`src/hdl/hsha_pkg.sv`:
```
package hsha_pkg;

    localparam int LENGTH_BITS = 64;
    localparam int CNT_W = LENGTH_BITS - 3;

    localparam int CQ_AW = 1;
    localparam int CQ_DEPTH = 2 ** CQ_AW;

    localparam logic [1:0] OP_KEY = 2'd0;
    localparam logic [1:0] OP_MSG = 2'd1;
    localparam logic [1:0] OP_TAG = 2'd2;

    typedef struct packed {
        logic [1:0] kind;
        logic       has_byte;
        logic [7:0] data_byte;
        logic       last;
    } t_in_item;

    typedef struct packed {
        logic        result_kind;
        logic [31:0] tag_word;
        logic [2:0]  word_index;
        logic        verdict;
        logic        final_word;
    } t_out_item;

    typedef struct packed {
        logic [1:0] op;
        logic       has_byte;
        logic [7:0] data_byte;
        logic       last;
    } t_cmd;

    localparam logic [0:7][31:0] IV = {
        32'h6a09e667, 32'hbb67ae85, 32'h3c6ef372, 32'ha54ff53a,
        32'h510e527f, 32'h9b05688c, 32'h1f83d9ab, 32'h5be0cd19
    };

    localparam logic [31:0] ROUND_K [64] = '{
        32'h428a2f98, 32'h71374491, 32'hb5c0fbcf, 32'he9b5dba5,
        32'h3956c25b, 32'h59f111f1, 32'h923f82a4, 32'hab1c5ed5,
        32'hd807aa98, 32'h12835b01, 32'h243185be, 32'h550c7dc3,
        32'h72be5d74, 32'h80deb1fe, 32'h9bdc06a7, 32'hc19bf174,
        32'he49b69c1, 32'hefbe4786, 32'h0fc19dc6, 32'h240ca1cc,
        32'h2de92c6f, 32'h4a7484aa, 32'h5cb0a9dc, 32'h76f988da,
        32'h983e5152, 32'ha831c66d, 32'hb00327c8, 32'hbf597fc7,
        32'hc6e00bf3, 32'hd5a79147, 32'h06ca6351, 32'h14292967,
        32'h27b70a85, 32'h2e1b2138, 32'h4d2c6dfc, 32'h53380d13,
        32'h650a7354, 32'h766a0abb, 32'h81c2c92e, 32'h92722c85,
        32'ha2bfe8a1, 32'ha81a664b, 32'hc24b8b70, 32'hc76c51a3,
        32'hd192e819, 32'hd6990624, 32'hf40e3585, 32'h106aa070,
        32'h19a4c116, 32'h1e376c08, 32'h2748774c, 32'h34b0bcb5,
        32'h391c0cb3, 32'h4ed8aa4a, 32'h5b9cca4f, 32'h682e6ff3,
        32'h748f82ee, 32'h78a5636f, 32'h84c87814, 32'h8cc70208,
        32'h90befffa, 32'ha4506ceb, 32'hbef9a3f7, 32'hc67178f2
    };

    function automatic logic [31:0] big_s0(input logic [31:0] a);
        return {a[1:0], a[31:2]} ^ {a[12:0], a[31:13]} ^ {a[21:0], a[31:22]};
    endfunction

    function automatic logic [31:0] big_s1(input logic [31:0] e);
        return {e[5:0], e[31:6]} ^ {e[10:0], e[31:11]} ^ {e[24:0], e[31:25]};
    endfunction

    function automatic logic [31:0] small_s0(input logic [31:0] x);
        return {x[6:0], x[31:7]} ^ {x[17:0], x[31:18]} ^ (x >> 3);
    endfunction

    function automatic logic [31:0] small_s1(input logic [31:0] x);
        return {x[16:0], x[31:17]} ^ {x[18:0], x[31:19]} ^ (x >> 10);
    endfunction

endpackage

```
`src/hdl/hsha_front.sv`:
```
module hsha_front (
    input  logic              i_clk,
    input  logic              i_rst_n,
    input  logic              i_valid,
    output logic              o_stall,
    input  hsha_pkg::t_in_item i_item,
    output logic              o_push,
    output hsha_pkg::t_cmd    o_cmd,
    input  logic              i_full
);

    localparam logic [1:0] PH_KEY = 2'd0;
    localparam logic [1:0] PH_MSG = 2'd1;
    localparam logic [1:0] PH_TAG = 2'd2;

    logic [1:0] r_phase;
    logic [1:0] n_phase;
    logic       w_acc;
    logic       w_take;
    logic       w_live;

    assign o_stall = i_full;
    assign w_acc   = i_valid && !i_full;
    assign w_live  = i_item.has_byte || i_item.last;

    always_comb begin
        n_phase   = r_phase;
        w_take    = 1'b0;
        o_cmd.op  = hsha_pkg::OP_KEY;
        o_cmd.has_byte  = i_item.has_byte;
        o_cmd.data_byte = i_item.data_byte;
        o_cmd.last      = i_item.last;
        case (i_item.kind)
            hsha_pkg::OP_KEY: begin
                if (r_phase == PH_KEY || r_phase == PH_TAG) begin
                    w_take  = w_live;
                    n_phase = i_item.last ? PH_MSG : PH_KEY;
                end
            end
            hsha_pkg::OP_MSG: begin
                if (r_phase == PH_MSG) begin
                    o_cmd.op = hsha_pkg::OP_MSG;
                    w_take   = w_live;
                    n_phase  = i_item.last ? PH_TAG : PH_MSG;
                end
            end
            hsha_pkg::OP_TAG: begin
                if (r_phase == PH_TAG) begin
                    o_cmd.op = hsha_pkg::OP_TAG;
                    w_take   = w_live;
                    n_phase  = i_item.last ? PH_KEY : PH_TAG;
                end
            end
            default: begin
            end
        endcase
    end

    assign o_push = w_acc && w_take;

    always_ff @(posedge i_clk) begin
        if (!i_rst_n) begin
            r_phase <= PH_KEY;
        end else if (w_acc) begin
            r_phase <= n_phase;
        end
    end

endmodule

```
`config.mk`:
```
export PLATFORM = sky130hd
export DESIGN_NAME = hsha_front
export DESIGN_NICKNAME = d
export VERILOG_FILES = /design/src/hdl/hsha_pkg.sv /design/src/hdl/hsha_front.sv
export SDC_FILE = /design/constraint.sdc
export NUM_CORES = 1
export LEC_CHECK = 0
export ABC_AREA = 1
export ABC_CLOCK_PERIOD_IN_PS = 2700
export BUFFER_PORTS_ARGS = -buffer_cell sky130_fd_sc_hd__buf_4
export CAP_MARGIN = 30
export CORE_MARGIN = 8
export CORE_UTILIZATION = 24
export CTS_BUF_LIST = sky130_fd_sc_hd__clkbuf_4 sky130_fd_sc_hd__clkbuf_8
export DETAILED_ROUTE_END_ITERATION = 10
export PLACE_DENSITY_LB_ADDON = 0.2
export SETUP_SLACK_MARGIN = 0.5
export SLEW_MARGIN = 20
export SYNTH_ARGS = -nofsm -noshare
export SYNTH_HDL_FRONTEND = slang
export SYNTH_SLANG_ARGS = --single-unit
export TNS_END_PERCENT = 50
```
`constraint.sdc`:
```
create_clock -name i_clk -period 2.7 [get_ports i_clk]
set_input_delay 0.54 -clock i_clk [delete_from_list [all_inputs] [get_ports i_clk]]
set_output_delay 0.54 -clock i_clk [all_outputs]
set_load 0.05 [all_outputs]
```
# --- Yosys cells after proc, flatten, opt, wreduce, memory -nomap -nowiden ---
# Cells that the tools add are included.
word_totals:
  register_bits: 2
  input_bits: 16
  output_inout_bits: 14
  word_cells: 31
op_classes:
  n_eq_ne: 7
  n_mux: 14
  n_reduce_logical: 9
ops:
  columns: ["cell", "n"]
  rows:
  - ["2-bit two-way mux", 6]
  - ["2-bit inequality test (second input constant)", 3]
  - ["2-bit case mux with 3 select lines", 1]
  - ["1-bit two-way mux", 5]
  - ["5-bit AND reduction", 1]
  - ["2-bit by 1-bit == test with 1-bit output (second input constant)", 2]
  - ["2-bit == test (second input constant)", 2]
  - ["2-bit logical NOT", 2]
  - ["2-bit case mux with 2 select lines", 1]
  - ["1-bit case mux with 3 select lines", 1]
  - ["3-bit nonzero test", 1]
  - ["1-bit logical AND", 2]
  - ["1-bit logical OR", 2]
  - ["1-bit logical NOT", 1]

# --- Longest topological paths before layout ---
depth:
  depth_word: 5
  depth_mapped: 8
  depth_no_buf: 8

# --- Worst setup path after synthesis ---
# No wires, ideal clock.
synth_timing:
  path_type: "input to output"
  startpoint: "input port i_item[10] (netlist name)"
  endpoint: "output port o_cmd[10] (netlist name)"
  t_arrival_ns: 1.627
  required_ns: 2.160
  slack_ns: 0.533
  path_stages: 4
  n_path_buf: 0
  path_cell_list: "inv_1 -> ha_1 -> nand2_1 -> nor2_1"
synth_lines:
  columns: ["item", "line_no", "source"]
  rows:
  - ["start: declaration", "hsha_front.sv:6", "input hsha_pkg::t_in_item i_item,"]
  - ["end: declaration", "hsha_front.sv:8", "output hsha_pkg::t_cmd o_cmd,"]

# --- Worst setup path in the final report ---
layout_timing:
  startpoint: "input port i_item[11] (netlist name)"
  endpoint: "output port o_push"
layout_between:
  elab_chain_len: 3
  elab_cells_between_ends: 5
  cone_classes: "eq/ne: 2; mux: 1; reduce/logical: 2"
layout_rtl:
  columns: ["item", "line_no", "source"]
  rows:
  - ["2-bit == test, or another cell as far along", "hsha_front.sv:33", "case (i_item.kind)"]
  - ["1-bit case mux with 3 select lines (*)", "hsha_front.sv:33", null]
  - ["1-bit logical AND (*)", "hsha_front.sv:59", "assign o_push = w_acc && w_take;"]
  - ["end: declaration", "hsha_front.sv:7", "output logic o_push,"]
# Mark *: on every way between the ends. The rest lies on a longest branch, timed or not.

==> flow_metrics.env <==
export IMPL_critPathSlowestCell="ha_1"
export IMPL_grt_overflow=0
export IMPL_clk_pin_slew_worst_paths_ns=0.03
export IMPL_p_int_uw=102
export IMPL_path_cells="buf_4 -> inv_1 -> ha_1 -> nand3_1 -> nand3_1 -> o211ai_1 -> inv_1 -> buf_4"
export IMPL_final_setup_tns_ns=0
export IMPL_drt_vias_per_instance=4.16
export IMPL_cap_violations=0
export IMPL_crit_buf_inv=4
export IMPL_clock_skew_ns=0.00286
export IMPL_crit_path_max_fanout=5
export IMPL_top_regs="r_phase: 2 flops"
export IMPL_ctsResizeCount=0
export IMPL_ys_async_sr_fraction_pct=0
export IMPL_holdBufCountCts=0
export IMPL_critPathCaptureType="primary output"
export IMPL_synth_top_area_share_pct=23.2
export IMPL_synthTopCellsByCount="12 x nor2_1, 11 x buf_4, 11 x inv_1, 7 x nand2_1, 6 x nand3_1"
export IMPL_syn_avg_cell_area_um2=5.92
export IMPL_vdd_drop_max_mv=0.208
export IMPL_netlist_top_cells_area="buf_4 23%, ha_1 14%, nor2_1 13%"
export IMPL_die_w_um=54.5
export IMPL_yosysMostFrequentCell="nor2_1"
export IMPL_switching_share_pct=33.5
export IMPL_die_h_um=54.5
export IMPL_min_path_type="reg2reg"
export IMPL_ios=30
export IMPL_num_rows=14
export IMPL_synth_top_family_by_area="buffers and inverters"
export IMPL_grt_max_degree=7
export IMPL_p_leak_nw=0.238
export IMPL_wl_um=816
export IMPL_cp_top_family="buffers and inverters"
export IMPL_largest_reg_flops=2
export IMPL_drt_pass1_iter_count=4
export IMPL_synth_edf_count=0
export IMPL_startpoint_type="input pin"
export IMPL_crit_type="in2out"
export IMPL_finalSetupViolations=0
export IMPL_ant_nets=0
export IMPL_fmax_ghz=0.494
export IMPL_io_buffers=13
export IMPL_cts_buffers=3
export IMPL_synth_simple_gate_area_share_pct=32.0
export IMPL_grt_pass1_vias=319
export IMPL_p_comb_share_pct=35.5
export IMPL_tightest_slew_ns=0.183
export IMPL_num_antenna_cells=0
export IMPL_synthAdderAreaFrac_pct=14.1
export IMPL_synth_ff_latch_count=2
export IMPL_syn_inst=60
export IMPL_yosys_warnings=0
export IMPL_area_delta_synth_final_pct=16.2
export IMPL_synth_top_cell_by_area="buf_4"
export IMPL_grt_usage_pct=5.64
export IMPL_required_ns=2.16
export IMPL_hold_violations=0
export IMPL_grt_pass1_wl_um=1240
export IMPL_final_nets=87
export IMPL_arrival_ns=1.48
export IMPL_power_density_mw_per_mm2=370
export IMPL_top_register="r_phase"
export IMPL_drt_iter0_drc=7
export IMPL_max_stage_delay_ns=0.24
export IMPL_synthMuxAreaShare_pct=0
export IMPL_netlist_area_um2=355
export IMPL_wl_per_cell_um=10.1
export IMPL_antenna_found_initial=0
export IMPL_ys_seq_area_share_pct=11.3
export IMPL_maxSlewViolCount=0
export IMPL_hpwl_um=704
export IMPL_cts_sinks=2
export IMPL_synth_xor_area_share_pct=0
export IMPL_ys_flop_type="dfxtp_1"
export IMPL_timing_slew_headroom_pct=87.8
export IMPL_synth_compound_area_share_pct=7.75
export IMPL_fillCellCount=175
export IMPL_vias=337
export IMPL_finalInstanceArea_um2=413
export IMPL_period_share_pct=75.0
export IMPL_core_mm2=0.00145
export IMPL_seqPwrFrac_pct=22.0
export IMPL_place_area_um2=390
export IMPL_die_area_mm2=0.00297
export IMPL_grt_setup_unrepaired="false"
export IMPL_root_buffer="clkbuf_4"
export IMPL_cts_tree="built"
export IMPL_regArea_um2=40.0
export IMPL_fin_crit_ns=2.02
export IMPL_place_congestion=0.779
export IMPL_multi_input_area_um2=191
export IMPL_status="complete, no violations"
export IMPL_start_util_pct=24.4
export IMPL_synth_nets=80
export IMPL_insertion_delay_ns=0.22
export IMPL_synth_distinct_cells=12
export IMPL_postCtsSetupBuffers=0
export IMPL_p_clk_share_pct=42.4
export IMPL_power_switching_uw=51.3
export IMPL_drive_above_1_share_pct=26.2
export IMPL_clock_path_buffers=2
export IMPL_htreeDepth=1
export IMPL_drc=0
tightest hold or removal path, cell delays in order (launching register included):
cell and delay (ns):
dfxtp_1 0.33, nor2_1 0.10, nor2_1 0.05
path summary, 6_finish.rpt:
path / startpoint / end / slack, ns / cells past startpoint
max: i_item[11] / o_push / 0.68 / 8
min: r_phase[1] / r_phase[1] / 0.52 / 2
max reg2reg: r_phase[0] / r_phase[0] / 1.69 / 5
min reg2reg: r_phase[1] / r_phase[1] / 0.52 / 2
routing by layer:
| metal | global-route usage (%) | part of all wire, % |
|---|---|---|
| met5 | 0 | 0 |
| met4 | 5.33 | 0.49 |
| met3 | 2.45 | 15 |
| met2 | 8.21 | 46 |
| met1 | 5.96 | 38 |
kinds of logic after synthesis:
| logic type | after synthesis |
|---|---|
| AND/OR/NAND/NOR | 27 |
| buffers and inverters | 22 |
| adder cells (fa/ha/maj) | 4 |
| flip-flops | 2 |
| AO/OA/AOI/OAI | 5 |
layout make-up:
type,count,area share [%]
Clock buffer,3,5.45
Multi-Input combinational cell,36,46.4
Timing Repair Buffer,13,23.6
Tap cell,16,4.85
Sequential cell,2,9.70
Inverter,11,10.0
layout by cell type, fill, tap and decap left out, types with 2 or more instances in the layout:
master / count
buf_4: 13
clkbuf_4: 3
nor2_1: 12
a21oi_1: 3
nand3_1: 6
nand2_1: 7
dfxtp_1: 2
inv_1: 11
ha_1: 4
power by group through the flow:
stage | combinational, mW | sequential (mW) | clock [mW]
floorplan | 0.0703 | 0.0335 | 0
global placement | 0.0552 | 0.0341 | 0
detailed placement | 0.0551 | 0.0341 | 0
CTS | 0.0552 | 0.0336 | 0.0704
global route | 0.0610 | 0.0340 | 0.0713
finish | 0.0544 | 0.0337 | 0.0649
through the flow:
step                      hold WS [ns]  total power [mW]  utilization (%)  cells  setup slack [ns]
final                            0.523             0.153             28.4     81             0.676
after detailed placement         0.520            0.0891             26.9     78             0.671
after floorplan                  0.492             0.104                -     60             0.533
after CTS                        0.525             0.159             28.4     81             0.676
after global placement           0.525            0.0893             26.9     78             0.671
after global routing             0.570             0.166             28.4     81             0.552
No activity file was read; power rests on OpenSTA's default activity.
