--- src/hdl/hsha_pkg.sv ---
package hsha_pkg;

    localparam int LENGTH_BITS = 64;
    localparam int CNT_W = LENGTH_BITS - 3;

    localparam int CQ_AW = 1;
    localparam int CQ_DEPTH = 2 ** CQ_AW;

    localparam logic [1:0] OP_KEY = 2'd0;
    localparam logic [1:0] OP_MSG = 2'd1;
    localparam logic [1:0] OP_TAG = 2'd2;

    typedef struct packed {
        logic [1:0] kind;
        logic       has_byte;
        logic [7:0] data_byte;
        logic       last;
    } t_in_item;

    typedef struct packed {
        logic        result_kind;
        logic [31:0] tag_word;
        logic [2:0]  word_index;
        logic        verdict;
        logic        final_word;
    } t_out_item;

    typedef struct packed {
        logic [1:0] op;
        logic       has_byte;
        logic [7:0] data_byte;
        logic       last;
    } t_cmd;

    localparam logic [0:7][31:0] IV = {
        32'h6a09e667, 32'hbb67ae85, 32'h3c6ef372, 32'ha54ff53a,
        32'h510e527f, 32'h9b05688c, 32'h1f83d9ab, 32'h5be0cd19
    };

    localparam logic [31:0] ROUND_K [64] = '{
        32'h428a2f98, 32'h71374491, 32'hb5c0fbcf, 32'he9b5dba5,
        32'h3956c25b, 32'h59f111f1, 32'h923f82a4, 32'hab1c5ed5,
        32'hd807aa98, 32'h12835b01, 32'h243185be, 32'h550c7dc3,
        32'h72be5d74, 32'h80deb1fe, 32'h9bdc06a7, 32'hc19bf174,
        32'he49b69c1, 32'hefbe4786, 32'h0fc19dc6, 32'h240ca1cc,
        32'h2de92c6f, 32'h4a7484aa, 32'h5cb0a9dc, 32'h76f988da,
        32'h983e5152, 32'ha831c66d, 32'hb00327c8, 32'hbf597fc7,
        32'hc6e00bf3, 32'hd5a79147, 32'h06ca6351, 32'h14292967,
        32'h27b70a85, 32'h2e1b2138, 32'h4d2c6dfc, 32'h53380d13,
        32'h650a7354, 32'h766a0abb, 32'h81c2c92e, 32'h92722c85,
        32'ha2bfe8a1, 32'ha81a664b, 32'hc24b8b70, 32'hc76c51a3,
        32'hd192e819, 32'hd6990624, 32'hf40e3585, 32'h106aa070,
        32'h19a4c116, 32'h1e376c08, 32'h2748774c, 32'h34b0bcb5,
        32'h391c0cb3, 32'h4ed8aa4a, 32'h5b9cca4f, 32'h682e6ff3,
        32'h748f82ee, 32'h78a5636f, 32'h84c87814, 32'h8cc70208,
        32'h90befffa, 32'ha4506ceb, 32'hbef9a3f7, 32'hc67178f2
    };

    function automatic logic [31:0] big_s0(input logic [31:0] a);
        return {a[1:0], a[31:2]} ^ {a[12:0], a[31:13]} ^ {a[21:0], a[31:22]};
    endfunction

    function automatic logic [31:0] big_s1(input logic [31:0] e);
        return {e[5:0], e[31:6]} ^ {e[10:0], e[31:11]} ^ {e[24:0], e[31:25]};
    endfunction

    function automatic logic [31:0] small_s0(input logic [31:0] x);
        return {x[6:0], x[31:7]} ^ {x[17:0], x[31:18]} ^ (x >> 3);
    endfunction

    function automatic logic [31:0] small_s1(input logic [31:0] x);
        return {x[16:0], x[31:17]} ^ {x[18:0], x[31:19]} ^ (x >> 10);
    endfunction

endpackage

--- src/hdl/hsha_cmdq.sv ---
module hsha_cmdq (
    input  logic          i_clk,
    input  logic          i_rst_n,
    input  logic          i_push,
    input  hsha_pkg::t_cmd i_cmd,
    output logic          o_full,
    input  logic          i_pop,
    output hsha_pkg::t_cmd o_cmd,
    output logic          o_empty
);

    hsha_pkg::t_cmd r_mem [hsha_pkg::CQ_DEPTH];
    logic [hsha_pkg::CQ_AW-1:0] r_wp;
    logic [hsha_pkg::CQ_AW-1:0] r_rp;
    logic [hsha_pkg::CQ_AW:0]   r_cnt;

    assign o_full  = (r_cnt == (hsha_pkg::CQ_AW + 1)'(hsha_pkg::CQ_DEPTH));
    assign o_empty = (r_cnt == '0);
    assign o_cmd   = r_mem[r_rp];

    always_ff @(posedge i_clk) begin
        if (i_push) begin
            r_mem[r_wp] <= i_cmd;
        end
    end

    always_ff @(posedge i_clk) begin
        if (!i_rst_n) begin
            r_wp  <= '0;
            r_rp  <= '0;
            r_cnt <= '0;
        end else begin
            if (i_push) begin
                r_wp <= r_wp + 1'b1;
            end
            if (i_pop) begin
                r_rp <= r_rp + 1'b1;
            end
            if (i_push && !i_pop) begin
                r_cnt <= r_cnt + 1'b1;
            end else if (!i_push && i_pop) begin
                r_cnt <= r_cnt - 1'b1;
            end
        end
    end

endmodule

--- config.mk ---
export PLATFORM = sky130hd
export DESIGN_NAME = hsha_cmdq
export DESIGN_NICKNAME = d
export VERILOG_FILES = /design/src/hdl/hsha_pkg.sv /design/src/hdl/hsha_cmdq.sv
export SDC_FILE = /design/constraint.sdc
export NUM_CORES = 1
export LEC_CHECK = 0
export ABC_AREA = 1
export BUFFER_PORTS_ARGS = -buffer_cell sky130_fd_sc_hd__buf_4
export CAP_MARGIN = 0
export CORE_UTILIZATION = 30
export DETAILED_ROUTE_END_ITERATION = 10
export PLACE_DENSITY = 0.59
export SLEW_MARGIN = 20
export SYNTH_ARGS = -nofsm -noshare
export SYNTH_HDL_FRONTEND = slang
export SYNTH_SLANG_ARGS = --single-unit
--- constraint.sdc ---
create_clock -name i_clk -period 1.3 [get_ports i_clk]
set_input_delay 0.26 -clock i_clk [delete_from_list [all_inputs] [get_ports i_clk]]
set_output_delay 0.26 -clock i_clk [all_outputs]
set_load 0.05 [all_outputs]
* After elaboration in Yosys (flattened, before gate mapping)
Memory sizes are Yosys's and may differ from the RTL's. A register that Yosys moved wholly into a read port is not among the register bits.
Cells that the tools add are included.
** Storage, ports and cells
- Bits in registers :: 4
- RAM bits :: 24
- Input bits :: 16
- Memories kept :: 1
** Memory list
- r_mem :: words 2, width 12, read ports 1, clocked after memory_dff 1, wr ports 1, RTL line hsha_cmdq.sv:12 : hsha_pkg::t_cmd r_mem [hsha_pkg::CQ_DEPTH];
** Operators by class
- $add $sub $neg :: 4
- Equality and inequality tests :: 1
- Mux-type cells :: 6
- Reduce and logical (&&, ||, !) cells :: 6
** Operators by type and width (count)
- 1-bit 2-to-1 mux :: 4
- 2-bit 2-to-1 mux :: 2
- 1-bit adder (second input constant) :: 2
- 2-bit by 1-bit adder with 2-bit output (second input constant) :: 1
- 2-bit == test (second input constant) :: 1
- 1-bit logical AND :: 2
- 1-bit logical NOT :: 2
- 2-bit logical NOT :: 1
- 2-bit nonzero test :: 1
- 2-bit by 1-bit subtractor with 2-bit output (second input constant) :: 1

* Longest topological paths before layout
Gate-level depths: netlist of the first run.
- Depth in word-level cells :: 4
- Mapped depth :: 8
- Gate-level depth less buffers :: 8

* Least setup slack after synthesis of the first run
No wires, ideal clock.
- Path type :: register to output
- From :: register r_cnt[1] (netlist bit)
- To :: output o_full
- Arrival :: 1.019 ns
- Path slack :: 0.021 ns
- Stages on the path, launching flop included :: 3
- Path buffers :: 0
- Cells stage by stage :: dfxtp_1 -> inv_1 -> nor2_1
** On the way
- Longest elaborated chain between the ends :: 1
** Ends and longest elaborated chain
- from (decl) :: RTL line hsha_cmdq.sv:15 : logic [hsha_pkg::CQ_AW:0] r_cnt;
- from (signal assigned) :: RTL line hsha_cmdq.sv:40 : r_cnt <= r_cnt + 1'b1;
- from (signal assigned) :: RTL line hsha_cmdq.sv:42 : r_cnt <= r_cnt - 1'b1;
- 2-bit == test :: RTL line hsha_cmdq.sv:17 : assign o_full = (r_cnt == (hsha_pkg::CQ_AW + 1)'(hsha_pkg::CQ_DEPTH));
- to (decl) :: RTL line hsha_cmdq.sv:6 : output logic o_full,
No other way between the ends.

==> results of run 1 <==
==> through the flow <==
stage               instance area (µm²)  instances  setup WS, ns
floorplan                          1132         72       0.02058
global placement                   1439        150       0.03293
detailed placement                 1439        150       0.02850
CTS                                1590        158       -0.2074
global route                       1597        158       -0.2350
finish                             1597        158       -0.1871
==> layer usage <==
layer	vias to the layer above	share of wire, %	global-route usage (%)
met5	-	0	0
met4	0	2.9	6.818
met3	6	13	6.703
met2	30	47	15.56
met1	295	37	9.804
li1	332	-	-
==> worst reg2reg max path, cell delays in order (launching register included) <==
cell     delay [ns]
dfxtp_1        0.34
nand2_1        0.07
inv_1          0.05
buf_4          0.19
==> final timing paths <==
path	to	slack (ns)	start	cells after the start
setup reg to reg	r_mem[1][5]$_DFFE_PP_	0.34	r_wp$_SDFFE_PN0P_	3
hold reg to reg	flip-flop	0.50	r_rp$_SDFFE_PN0P_	2
setup / recovery	o_cmd[4]	-0.19	flip-flop	3
hold / removal	r_mem[1][6]$_DFFE_PP_	0.17	i_cmd[6]	1
==> where the power goes <==
part | internal, mW | total, mW | leakage [nW] | switching [mW]
clock | 0.430 | 0.727 | 0.0455 | 0.297
sequential | 1.07 | 1.09 | 0.267 | 0.0208
combinational | 0.197 | 0.457 | 0.365 | 0.260
total | 1.69 | 2.27 | 0.678 | 0.578
==> registers in the layout (all words and copies together), names as in the netlist, named ones only <==
signal,cells
r_rp,1
r_cnt,2
r_wp,1
r_mem,24
==> cells by family (layout without fill, tap and decap cells) <==
kind of cell               Yosys count  count (layout)
AOI/OAI and AO/OA                    2               2
muxes                               12              12
and+or+nand+nor                     19              19
buffers and inverters                9              49
DFF                                 29              29
adders and majority gates            1               1
==> placed cells by master (no fill, tap or decap) <==
cell and n:
nand3_1 1, clkbuf_8 6, ha_1 1, dfxtp_2 1
buf_12 1, o21ai_0 1, nor2_1 8, mux2_4 12
buf_8 2, nand2_1 8, nand4_1 1, a21oi_1 1
dfxtp_1 4, buf_6 11, buf_4 19, inv_1 8
nor2_2 1, clkbuf_1 2, edfxtp_1 24
==> cell type report <==
type / instances / area, µm² / share of cell area, %
flip-flops and latches: 29 / 822.0 / 51.49
repair buffers: 33 / 316.6 / 19.83
multi-input cells: 34 / 280.3 / 17.55
clock buffers: 8 / 90.09 / 5.643
well taps: 46 / 57.56 / 3.605
inverters: 8 / 30.03 / 1.881
==> load_flow_metrics.sql, run 1 <==
INSERT INTO impl_metrics (metric_group, metric, value, unit) VALUES
('clock_tree', 'numCtsBuffers', '5', ''),
('setup_path', 'path_max_fanout', '10', ''),
('global_routing', 'vias_in_the_first_global_route', '652', ''),
('clock_tree', 'post_cts_buffers', '0', ''),
('sta', 'transition_at_the_pin_with_the_smallest_max_transition_slack', '0.1606', 'ns'),
('logic_synthesis', 'post-synth-top-count-cell', 'edfxtp_1', ''),
('sta', 'maxSlewViolCount', '0', ''),
('placement', 'dp_hpwl', '1312', 'µm'),
('logic_synthesis', 'ys_seq_elements', '29', ''),
('route', 'finalWirelength', '1767', 'µm'),
('power_and_ir_drop', 'worst_ir_drop_vdd', '0.7085', 'mV'),
('logic_synthesis', 'postSynthCellCount', '72', ''),
('logic_synthesis', 'synth_simple_gate_area_share', '6.630', '%'),
('finish', 'layout.nets', '128', ''),
('logic_synthesis', 'synthesis.yosys.warnings', '0', ''),
('power_and_ir_drop', 'finalPower', '2.272', 'mW'),
('logic_synthesis', 'synth-edff-count', '24', ''),
('global_routing', 'first_pass_grt_wire_length', '2835', 'µm'),
('setup_path', 'crit_buf_inv', '2', ''),
('clock_tree', 'max-clock-path-buffers', '2', ''),
('global_routing', 'globalRoute.totalOverflow', '0', ''),
('sta', 'fmax', '672.5', 'MHz'),
('sta', 'finalWorstPathRequiredPeriod', '1.487', 'ns'),
('finish', 'area.growth.synth_to_final', '40.99', '%'),
('sta', 'skew', '0.005069', 'ns'),
('outcome', 'status', 'finished, violations left', ''),
('sta', 'setup_viol', '12', ''),
('global_routing', 'grt_start_max_net_pins', '13', ''),
('floorplanning', 'design.portCount', '30', ''),
('logic_synthesis', 'synthesis.nets', '89', ''),
('clock_tree', 'cts_hold_buffers', '0', ''),
('floorplanning', 'rows', '21', ''),
('route', 'via_count', '663', ''),
('min_path', 'hp-class', 'input pin to flip-flop', ''),
('route', 'drt-wirelength-per-cell', '11.18', 'µm'),
('floorplanning', 'core_region_area', '3468', 'µm²'),
('logic_synthesis', 'synth_flop_cell', 'edfxtp_1', ''),
('logic_synthesis', 'synth_top_family_by_area', 'multiplexers', ''),
('logic_synthesis', 'synthDistinctLibCells', '13', ''),
('logic_synthesis', 'synthXorXnorAreaFrac', '0', '%'),
('sta', 'setup_ws', '-0.1871', 'ns'),
('logic_synthesis', 'synthAdderAreaFrac', '1.105', '%'),
('setup_path', 'crit_path_end_kind', 'output port', ''),
('setup_path', 'worst_path_dominant_cell_family', 'flip-flops', ''),
('route', 'drcViolationCount', '0', ''),
('clock_tree', 'cts_sinks', '29', ''),
('placement', 'port_buffers', '29', ''),
('setup_path', 'critical_path_required', '1.04', 'ns'),
('floorplanning', 'die_width', '63.44', 'µm'),
('floorplanning', 'dieHeight', '63.44', 'µm'),
('finish', 'antennaDiodeCount', '0', ''),
('outcome', 'violated_checks', 'setup timing', ''),
('floorplanning', 'floorplan.initialDensity', '32.65', '%'),
('route', 'drt-initial-drc-count', '4', ''),
('logic_synthesis', 'synth_mux_area_share', '15.25', '%'),
('logic_synthesis', 'synth_commonest_cells', 'edfxtp_1, mux2_4, nor2_1, inv_1, nand2_1', ''),
('logic_synthesis', 'synthArstFlopShare', '0', '%'),
('power_and_ir_drop', 'leakagePower', '0.6781', 'nW'),
('setup_path', 'setup.worst_path.start_class', 'flip-flop', ''),
('sta', 'tns', '-2.173', 'ns'),
('sta', 'timing.max_slew.rel_slack', '89.18', '%'),
('power_and_ir_drop', 'power-per-cell-area', '1423', 'nW/µm²'),
('logic_synthesis', 'seq_area_frac_synth', '72.49', '%'),
('setup_path', 'crit_arrival', '1.23', 'ns'),
('finish', 'drive_above_1_share', '47.32', '%'),
('logic_synthesis', 'avgSynthCellArea', '15.73', 'µm²'),
('route', 'ant_nets', '0', ''),
('clock_tree', 'post_cts.resized_instances', '17', ''),
('sta', 'timing.final.crit_share', '114.4', '%'),
('route', 'drt-vias-per-instance', '4.196', ''),
('global_routing', 'globalRouteTotalUtil', '10.13', '%');
Note: power is estimated with default switching activity, not from simulation.
==> run 2, diff against run 1 <==
- REMOVE_ABC_BUFFERS: unset -> 1
==> load_flow_metrics.sql, run 2 (synthesis gave the netlist of run 1 again) <==
INSERT INTO impl_metrics (metric_group, metric, value, unit) VALUES
('route', 'via_count', '655', ''),
('floorplanning', 'die_area', '4024', 'µm²'),
('finish', 'post-route-util', '46.68', '%'),
('setup_path', 'slowest_stage', 'dfxtp_4', ''),
('finish', 'layout_commonest_cell', 'edfxtp_1', ''),
('setup_path', 'worstPathCellList', 'buf_12, mux2_4, buf_6', ''),
('setup_path', 'critical_path_required', '1.04', 'ns'),
('route', 'drt_pass1_iterations', '2', ''),
('finish', 'biggestRegsByFlops', 'r_mem (24), r_cnt (2)', ''),
('route', 'drt-initial-drc-count', '9', ''),
('setup_path', 'crit_path_end_kind', 'output port', ''),
('placement', 'port_buffers', '29', ''),
('clock_tree', 'cts_max_level', '2', ''),
('power_and_ir_drop', 'power-per-cell-area', '1375', 'nW/µm²'),
('global_routing', 'globalRoute.totalOverflow', '0', ''),
('sta', 'timing.max_slew.rel_slack', '88.82', '%'),
('placement', 'dp_hpwl', '1245', 'µm'),
('global_routing', 'globalRouteTotalUtil', '10.22', '%'),
('sta', 'maxSlewViolCount', '0', ''),
('outcome', 'status', 'finished, violations left', ''),
('power_and_ir_drop', 'worst_ir_drop_vdd', '0.6025', 'mV'),
('route', 'route.top_layer_used', 'met4', ''),
('clock_tree', 'cts_sinks', '29', ''),
('floorplanning', 'core_region_area', '3468', 'µm²'),
('setup_path', 'crit_arrival', '1.26', 'ns'),
('placement', 'place.gp.congestion', '0.7407', ''),
('clock_tree', 'cts.reportedPaths.clkPinSlew', '0.06', 'ns'),
('global_routing', 'number_of_antenna_violations_at_the_first_check_in_global_routing', '0', ''),
('floorplanning', 'rows', '21', ''),
('sta', 'setup_viol', '12', ''),
('clock_tree', 'root_buffer', 'clkbuf_8', ''),
('finish', 'layout_common_cells', 'edfxtp_1, buf_4, mux2_4', ''),
('route', 'ant_nets', '0', ''),
('sta', 'fin_hold_ws', '0.1626', 'ns'),
('route', 'finalWirelength', '1800', 'µm'),
('sta', 'final_hold_viol_count', '0', ''),
('finish', 'area.growth.synth_to_final', '42.98', '%'),
('sta', 'skew', '0.003017', 'ns'),
('route', 'drt-vias-per-instance', '4.119', ''),
('setup_path', 'setup.worst_path.start_class', 'flip-flop', ''),
('setup_path', 'path_max_fanout', '5', ''),
('global_routing', 'first_pass_grt_wire_length', '2884', 'µm'),
('power_and_ir_drop', 'leakagePower', '0.6897', 'nW'),
('finish', 'flip_flop_count_of_the_largest_register_all_copies_and_words_added', '24', ''),
('finish', 'top_register', 'r_mem', ''),
('route', 'drt-wirelength-per-cell', '11.32', 'µm'),
('floorplanning', 'dieHeight', '63.44', 'µm'),
('clock_tree', 'numCtsBuffers', '5', ''),
('outcome', 'violated_checks', 'setup timing', ''),
('sta', 'transition_at_the_pin_with_the_smallest_max_transition_slack', '0.1676', 'ns'),
('sta', 'tns', '-2.547', 'ns'),
('clock_tree', 'cts_hold_buffers', '0', ''),
('finish', 'antennaDiodeCount', '0', ''),
('floorplanning', 'die_width', '63.44', 'µm'),
('sta', 'fmax', '656.9', 'MHz'),
('setup_path', 'critPathKind', 'flip-flop to output port', ''),
('setup_path', 'max_stage_delay', '0.39', 'ns'),
('global_routing', 'vias_in_the_first_global_route', '613', ''),
('clock_tree', 'worstSkewPairLatency', '0.28', 'ns'),
('route', 'routed-wl-met3', '161', 'µm'),
('job', 'maxCapViolCount', '0', ''),
('finish', 'drive_above_1_share', '46.90', '%'),
('min_path', 'hp-class', 'input pin to flip-flop', ''),
('route', 'met1_length', '766', 'µm'),
('route', 'met2WireLength', '835', 'µm'),
('sta', 'timing.final.crit_share', '117.1', '%'),
('clock_tree', 'max-clock-path-buffers', '2', ''),
('sta', 'unrepaired_setup_endpoints_after_global_routing', 'true', ''),
('floorplanning', 'design.portCount', '30', ''),
('sta', 'finalWorstPathRequiredPeriod', '1.522', 'ns'),
('route', 'drcViolationCount', '0', ''),
('floorplanning', 'floorplan.initialDensity', '32.65', '%'),
('finish', 'layout.nets', '129', ''),
('global_routing', 'grt_start_max_net_pins', '13', ''),
('clock_tree', 'cts_tree', 'done', ''),
('sta', 'setup_ws', '-0.2223', 'ns'),
('clock_tree', 'post_cts_buffers', '0', '');
-- run 2: cell types whose count changed in the layout (fill, tap and decap cells not counted) --
| cell | previous run | this run |
|---|---|---|
| buf_6 | 11 | 10 |
| dfxtp_4 | 0 | 1 |
| clkbuf_8 | 6 | 5 |
| clkbuf_1 | 2 | 0 |
| nor2_2 | 1 | 0 |
| clkinv_1 | 0 | 2 |
| buf_16 | 0 | 1 |
| nor2_1 | 8 | 9 |
| buf_8 | 2 | 3 |
| dfxtp_2 | 1 | 0 |
| clkinv_2 | 0 | 1 |
-- run 2: area by class of cell --
cell class / count / area (µm²)
clock buffers: 5 / 68.82
clock inverters: 3 / 12.51
fillers: 319 / 1849
inverters: 8 / 30.03
multi-input cells: 34 / 277.8
flip-flops and latches: 29 / 824.5
well taps: 46 / 57.56
repair buffers: 34 / 347.8
-- run 2: through the flow --
stage	instances	total power [mW]	cell area [µm²]	setup slack [ns]
2_1_floorplan	71	1.380	1121	-0.1419
6_report	159	2.227	1619	-0.2223
3_5_place_dp	150	1.527	1439	0.01420
5_1_grt	159	2.317	1619	-0.2605
4_1_cts	159	2.263	1619	-0.2372
3_3_place_gp	150	1.517	1439	0.03181
-- run 2: worst max-delay path: cells and delay by family, from the launching register on --
kind                   cells  cell delay (ns)
flip-flops                 1             0.39
multiplexers               1             0.30
buffers and inverters      2             0.28
-- run 2: path summary, 6_finish.rpt --
path,from,endpoint,slack [ns],cells after the start
worst max register to register,r_wp$_SDFFE_PN0P_,r_mem[1][1]$_DFFE_PP_,0.32,3
worst min register to register,r_rp$_SDFFE_PN0P_,r_rp$_SDFFE_PN0P_,0.49,2
worst max-delay path,flip-flop,o_cmd[7],-0.22,3
worst min-delay path,i_cmd[5],r_mem[0][5]$_DFFE_PP_,0.16,1
-- run 2: routing by layer --
metal,global-route usage [%],up-vias
li1,-,330
met1,11.46,296
met2,14.36,26
met3,6.703,3
met4,5.966,0
met5,0,-
-- run 2: repair_timing --
item,CTS,global route
gates resized for setup,21,0
endpoints found under the setup margin,12,12
pin swaps,0,0
cloned,1,0
-- run 2: where the power goes --
group / internal (mW) / switching, mW / leakage [nW] / total (mW)
combinational: 0.210 / 0.260 / 0.379 / 0.470
sequential: 1.07 / 0.0248 / 0.268 / 1.09
clock: 0.358 / 0.308 / 0.0430 / 0.666
==> run 3, diff against run 2 <==
- ABC_AREA: 1 -> unset
- PLACE_DENSITY: 0.59 -> 0.6
- REMOVE_ABC_BUFFERS: 1 -> unset
==> load_flow_metrics.sql, run 3 <==
INSERT INTO impl_metrics (metric_group, metric, value, unit) VALUES
('route', 'ant_nets', '0', ''),
('logic_synthesis', 'synthesis.yosys.warnings', '0', ''),
('power_and_ir_drop', 'leakagePower', '0.6682', 'nW'),
('logic_synthesis', 'ys_top_cells_by_area', 'edfxtp_1, mux2_2, dfxtp_1, and2_1, xor2_1', ''),
('logic_synthesis', 'synthArstFlopShare', '0', '%'),
('power_and_ir_drop', 'power_switching', '0.5854', 'mW'),
('outcome', 'violated_checks', 'setup timing', ''),
('sta', 'skew', '0.006267', 'ns'),
('power_and_ir_drop', 'power_report.internal_total', '1.549', 'mW'),
('clock_tree', 'cts_hold_buffers', '0', ''),
('clock_tree', 'cts_tree', 'done', ''),
('setup_path', 'worstPathCellList', 'clkbuf_16, mux2_4, buf_8', ''),
('logic_synthesis', 'synthesis.nets', '76', ''),
('floorplanning', 'floorplan.initialDensity', '31.86', '%'),
('job', 'maxCapViolCount', '0', ''),
('finish', 'area.growth.synth_to_final', '51.56', '%'),
('placement', 'place.gp.congestion', '0.6577', ''),
('finish', 'multi_input_gate_area', '295.3', 'µm²'),
('floorplanning', 'core_region_area', '3390', 'µm²'),
('logic_synthesis', 'avgSynthCellArea', '18.30', 'µm²'),
('placement', 'port_buffers', '29', ''),
('finish', 'layout_common_cells', 'edfxtp_1, buf_4, mux2_4, buf_8, clkbuf_4', ''),
('min_path', 'hp-class', 'input pin to flip-flop', ''),
('power_and_ir_drop', 'power.sequential.fraction', '51.1', '%'),
('finish', 'layout.filler_cells', '284', ''),
('floorplanning', 'dieHeight', '62.00', 'µm'),
('global_routing', 'globalRouteTotalUtil', '10.42', '%'),
('setup_path', 'max_stage_delay', '0.38', 'ns'),
('finish', 'seq_area', '825.8', 'µm²'),
('sta', 'setup_ws', '-0.2535', 'ns'),
('setup_path', 'critical_path_required', '1.04', 'ns'),
('finish', 'layout_commonest_cell', 'edfxtp_1', ''),
('global_routing', 'number_of_antenna_violations_at_the_first_check_in_global_routing', '0', ''),
('finish', 'biggestRegsByFlops', 'r_mem (24), r_cnt (2)', ''),
('route', 'finalWirelength', '1827', 'µm'),
('logic_synthesis', 'synthesis.area', '1080', 'µm²'),
('setup_path', 'crit_arrival', '1.29', 'ns'),
('floorplanning', 'die_area', '3843', 'µm²'),
('setup_path', 'crit_path_end_kind', 'output port', ''),
('setup_path', 'critPathKind', 'flip-flop to output port', ''),
('finish', 'drive_above_1_share', '56.31', '%'),
('sta', 'fmax', '643.7', 'MHz'),
('route', 'drt-vias-per-instance', '4.181', ''),
('route', 'drcViolationCount', '0', ''),
('global_routing', 'globalRoute.totalOverflow', '0', ''),
('finish', 'layout.nets', '120', ''),
('clock_tree', 'cts_sinks', '29', ''),
('logic_synthesis', 'postSynthCellCount', '59', ''),
('logic_synthesis', 'post-synth-top-area-fraction', '66.74', '%'),
('power_and_ir_drop', 'p_sw_share', '27.43', '%'),
('setup_path', 'setup.worst_path.start_class', 'flip-flop', ''),
('logic_synthesis', 'synth_largest_area_cell', 'edfxtp_1', ''),
('finish', 'top_register', 'r_mem', ''),
('placement', 'placement.setup.worst_slack', '-0.001783', 'ns'),
('sta', 'finalWorstPathRequiredPeriod', '1.553', 'ns'),
('clock_tree', 'cts_max_level', '2', ''),
('clock_tree', 'max-clock-path-buffers', '2', ''),
('outcome', 'status', 'finished, violations left', ''),
('setup_path', 'rrSetupSlack', '0.16', 'ns'),
('route', 'drt-wirelength-per-cell', '12.26', 'µm'),
('clock_tree', 'numCtsBuffers', '5', ''),
('setup_path', 'worst_path_dominant_cell_family', 'flip-flops', ''),
('logic_synthesis', 'synthDistinctLibCells', '16', ''),
('sta', 'tns', '-2.843', 'ns'),
('floorplanning', 'rows', '21', ''),
('global_routing', 'vias_in_the_first_global_route', '602', ''),
('logic_synthesis', 'synth_flop_cell', 'edfxtp_1', ''),
('power_and_ir_drop', 'finalPower', '2.134', 'mW'),
('sta', 'final_hold_viol_count', '0', ''),
('logic_synthesis', 'synth-edff-count', '24', ''),
('logic_synthesis', 'post-synth-top-count-cell', 'edfxtp_1', ''),
('logic_synthesis', 'ys_seq_elements', '29', ''),
('sta', 'transition_at_the_pin_with_the_smallest_max_transition_slack', '0.2250', 'ns'),
('setup_path', 'crit_buf_inv', '2', ''),
('route', 'drt_pass1_iterations', '4', ''),
('power_and_ir_drop', 'power_frac_comb', '27.3', '%'),
('power_and_ir_drop', 'power.clock.fraction', '21.5', '%'),
('sta', 'setup_viol', '12', ''),
('logic_synthesis', 'synth_commonest_cells', 'edfxtp_1, mux2_2, dfxtp_1, and2_1', ''),
('sta', 'maxSlewViolCount', '0', ''),
('finish', 'flip_flop_count_of_the_largest_register_all_copies_and_words_added', '24', ''),
('floorplanning', 'design.portCount', '30', ''),
('sta', 'unrepaired_setup_endpoints_after_global_routing', 'true', ''),
('clock_tree', 'worstSkewPairLatency', '0.31', 'ns'),
('power_and_ir_drop', 'power-per-cell-area', '1304', 'nW/µm²'),
('clock_tree', 'root_buffer', 'clkbuf_4', ''),
('clock_tree', 'cts.reportedPaths.clkPinSlew', '0.08', 'ns'),
('finish', 'final_cell_area', '1637', 'µm²'),
('power_and_ir_drop', 'worst_ir_drop_vdd', '0.5435', 'mV'),
('floorplanning', 'die_width', '62.00', 'µm'),
('sta', 'timing.max_slew.rel_slack', '85.00', '%'),
('global_routing', 'grt_start_max_net_pins', '12', ''),
('route', 'via_count', '623', ''),
('setup_path', 'path_max_fanout', '5', ''),
('setup_path', 'slowest_stage', 'dfxtp_4', ''),
('placement', 'dpl-instance-area', '1415', 'µm²'),
('finish', 'antennaDiodeCount', '0', ''),
('placement', 'dp_hpwl', '1227', 'µm'),
('route', 'drt-initial-drc-count', '14', ''),
('sta', 'timing.final.crit_share', '119.5', '%'),
('global_routing', 'first_pass_grt_wire_length', '2684', 'µm'),
('finish', 'post-route-util', '48.28', '%'),
('logic_synthesis', 'seq_area_frac_synth', '76.01', '%');
==> run 3: cell types whose count changed after synthesis, moves of 4 or more <==
cell | before | now
mux2_2 | 2 | 12
and2_1 | 0 | 4
mux2_4 | 10 | 0
inv_1 | 8 | 1
nor2_1 | 9 | 1
nand2_1 | 8 | 0
==> run 3: worst paths after layout <==
path	start	end	depth (start not counted)
hold reg to reg	r_cnt[1]$_SDFFE_PN0P_	r_cnt[1]$_SDFFE_PN0P_	2
setup reg to reg	r_cnt[0]$_SDFFE_PN0P_	r_cnt[1]$_SDFFE_PN0P_	4
hold / removal	i_cmd[2]	r_mem[1][2]$_DFFE_PP_	1
setup / recovery	flip-flop	o_cmd[0]	3
==> run 3: cell families after synthesis <==
group | count (synthesis) | share of synthesized area (%)
compound gates | 3 | 1.854
xor+xnor | 3 | 2.434
fa+ha+maj | 1 | 1.159
buf+inv | 2 | 0.8103
flops | 29 | 76.01
mux | 12 | 12.51
simple gates | 9 | 5.214
==> run 3: area by class of cell <==
| class | count | share of cell area (%) |
|---|---|---|
| Sequential cell | 29 | 50.46 |
| Inverter | 1 | 0.2294 |
| Tap cell | 46 | 3.517 |
| Clock inverter | 1 | 0.2294 |
| Timing Repair Buffer | 38 | 25.00 |
| Multi-Input combinational cell | 28 | 18.04 |
| Clock buffer | 6 | 2.523 |
==> run 3: per-stage QoR <==
stage                     hold slack [ns]  instances
after floorplan                    0.3589         59
after detailed placement           0.4480        140
after global placement             0.4458        140
after CTS                          0.1079        148
final                              0.1278        149
after global routing              0.09884        149
==> run 3: routing by layer <==
layer / vias to the layer above / wire [µm] / GRT usage (%) / part of all wire, %
met5: - / 0 / 0 / 0
met2: 24 / 914 / 16.26 / 50
li1: 305 / - / - / -
met1: 291 / 728 / 11.21 / 40
met3: 3 / 162 / 6.418 / 8.9
met4: 0 / 21 / 4.762 / 1.1
==> run 3: power by group through the flow <==
| stage | Sequential, mW | Clock (mW) | Combinational [mW] |
|---|---|---|---|
| 2_1_floorplan | 1.10 | 0 | 0.298 |
| 3_3_place_gp | 1.11 | 0 | 0.459 |
| 3_5_place_dp | 1.11 | 0 | 0.462 |
| 4_1_cts | 1.09 | 0.486 | 0.514 |
| 5_1_grt | 1.10 | 0.531 | 0.615 |
| 6_report | 1.09 | 0.459 | 0.583 |
==> run 3: repair_timing <==
item                       CTS  global route
buffers inserted             1             0
setup endpoints to repair   13            13
pin swaps                    0             0
gates resized for setup     17            23
cloned                       0             1
==> run 3: worst reg2reg max path: stages (launching register included) <==
cell,delay [ns]
dfxtp_2,0.33
buf_4,0.14
xor2_1,0.16
or3_1,0.30
a21boi_1,0.15
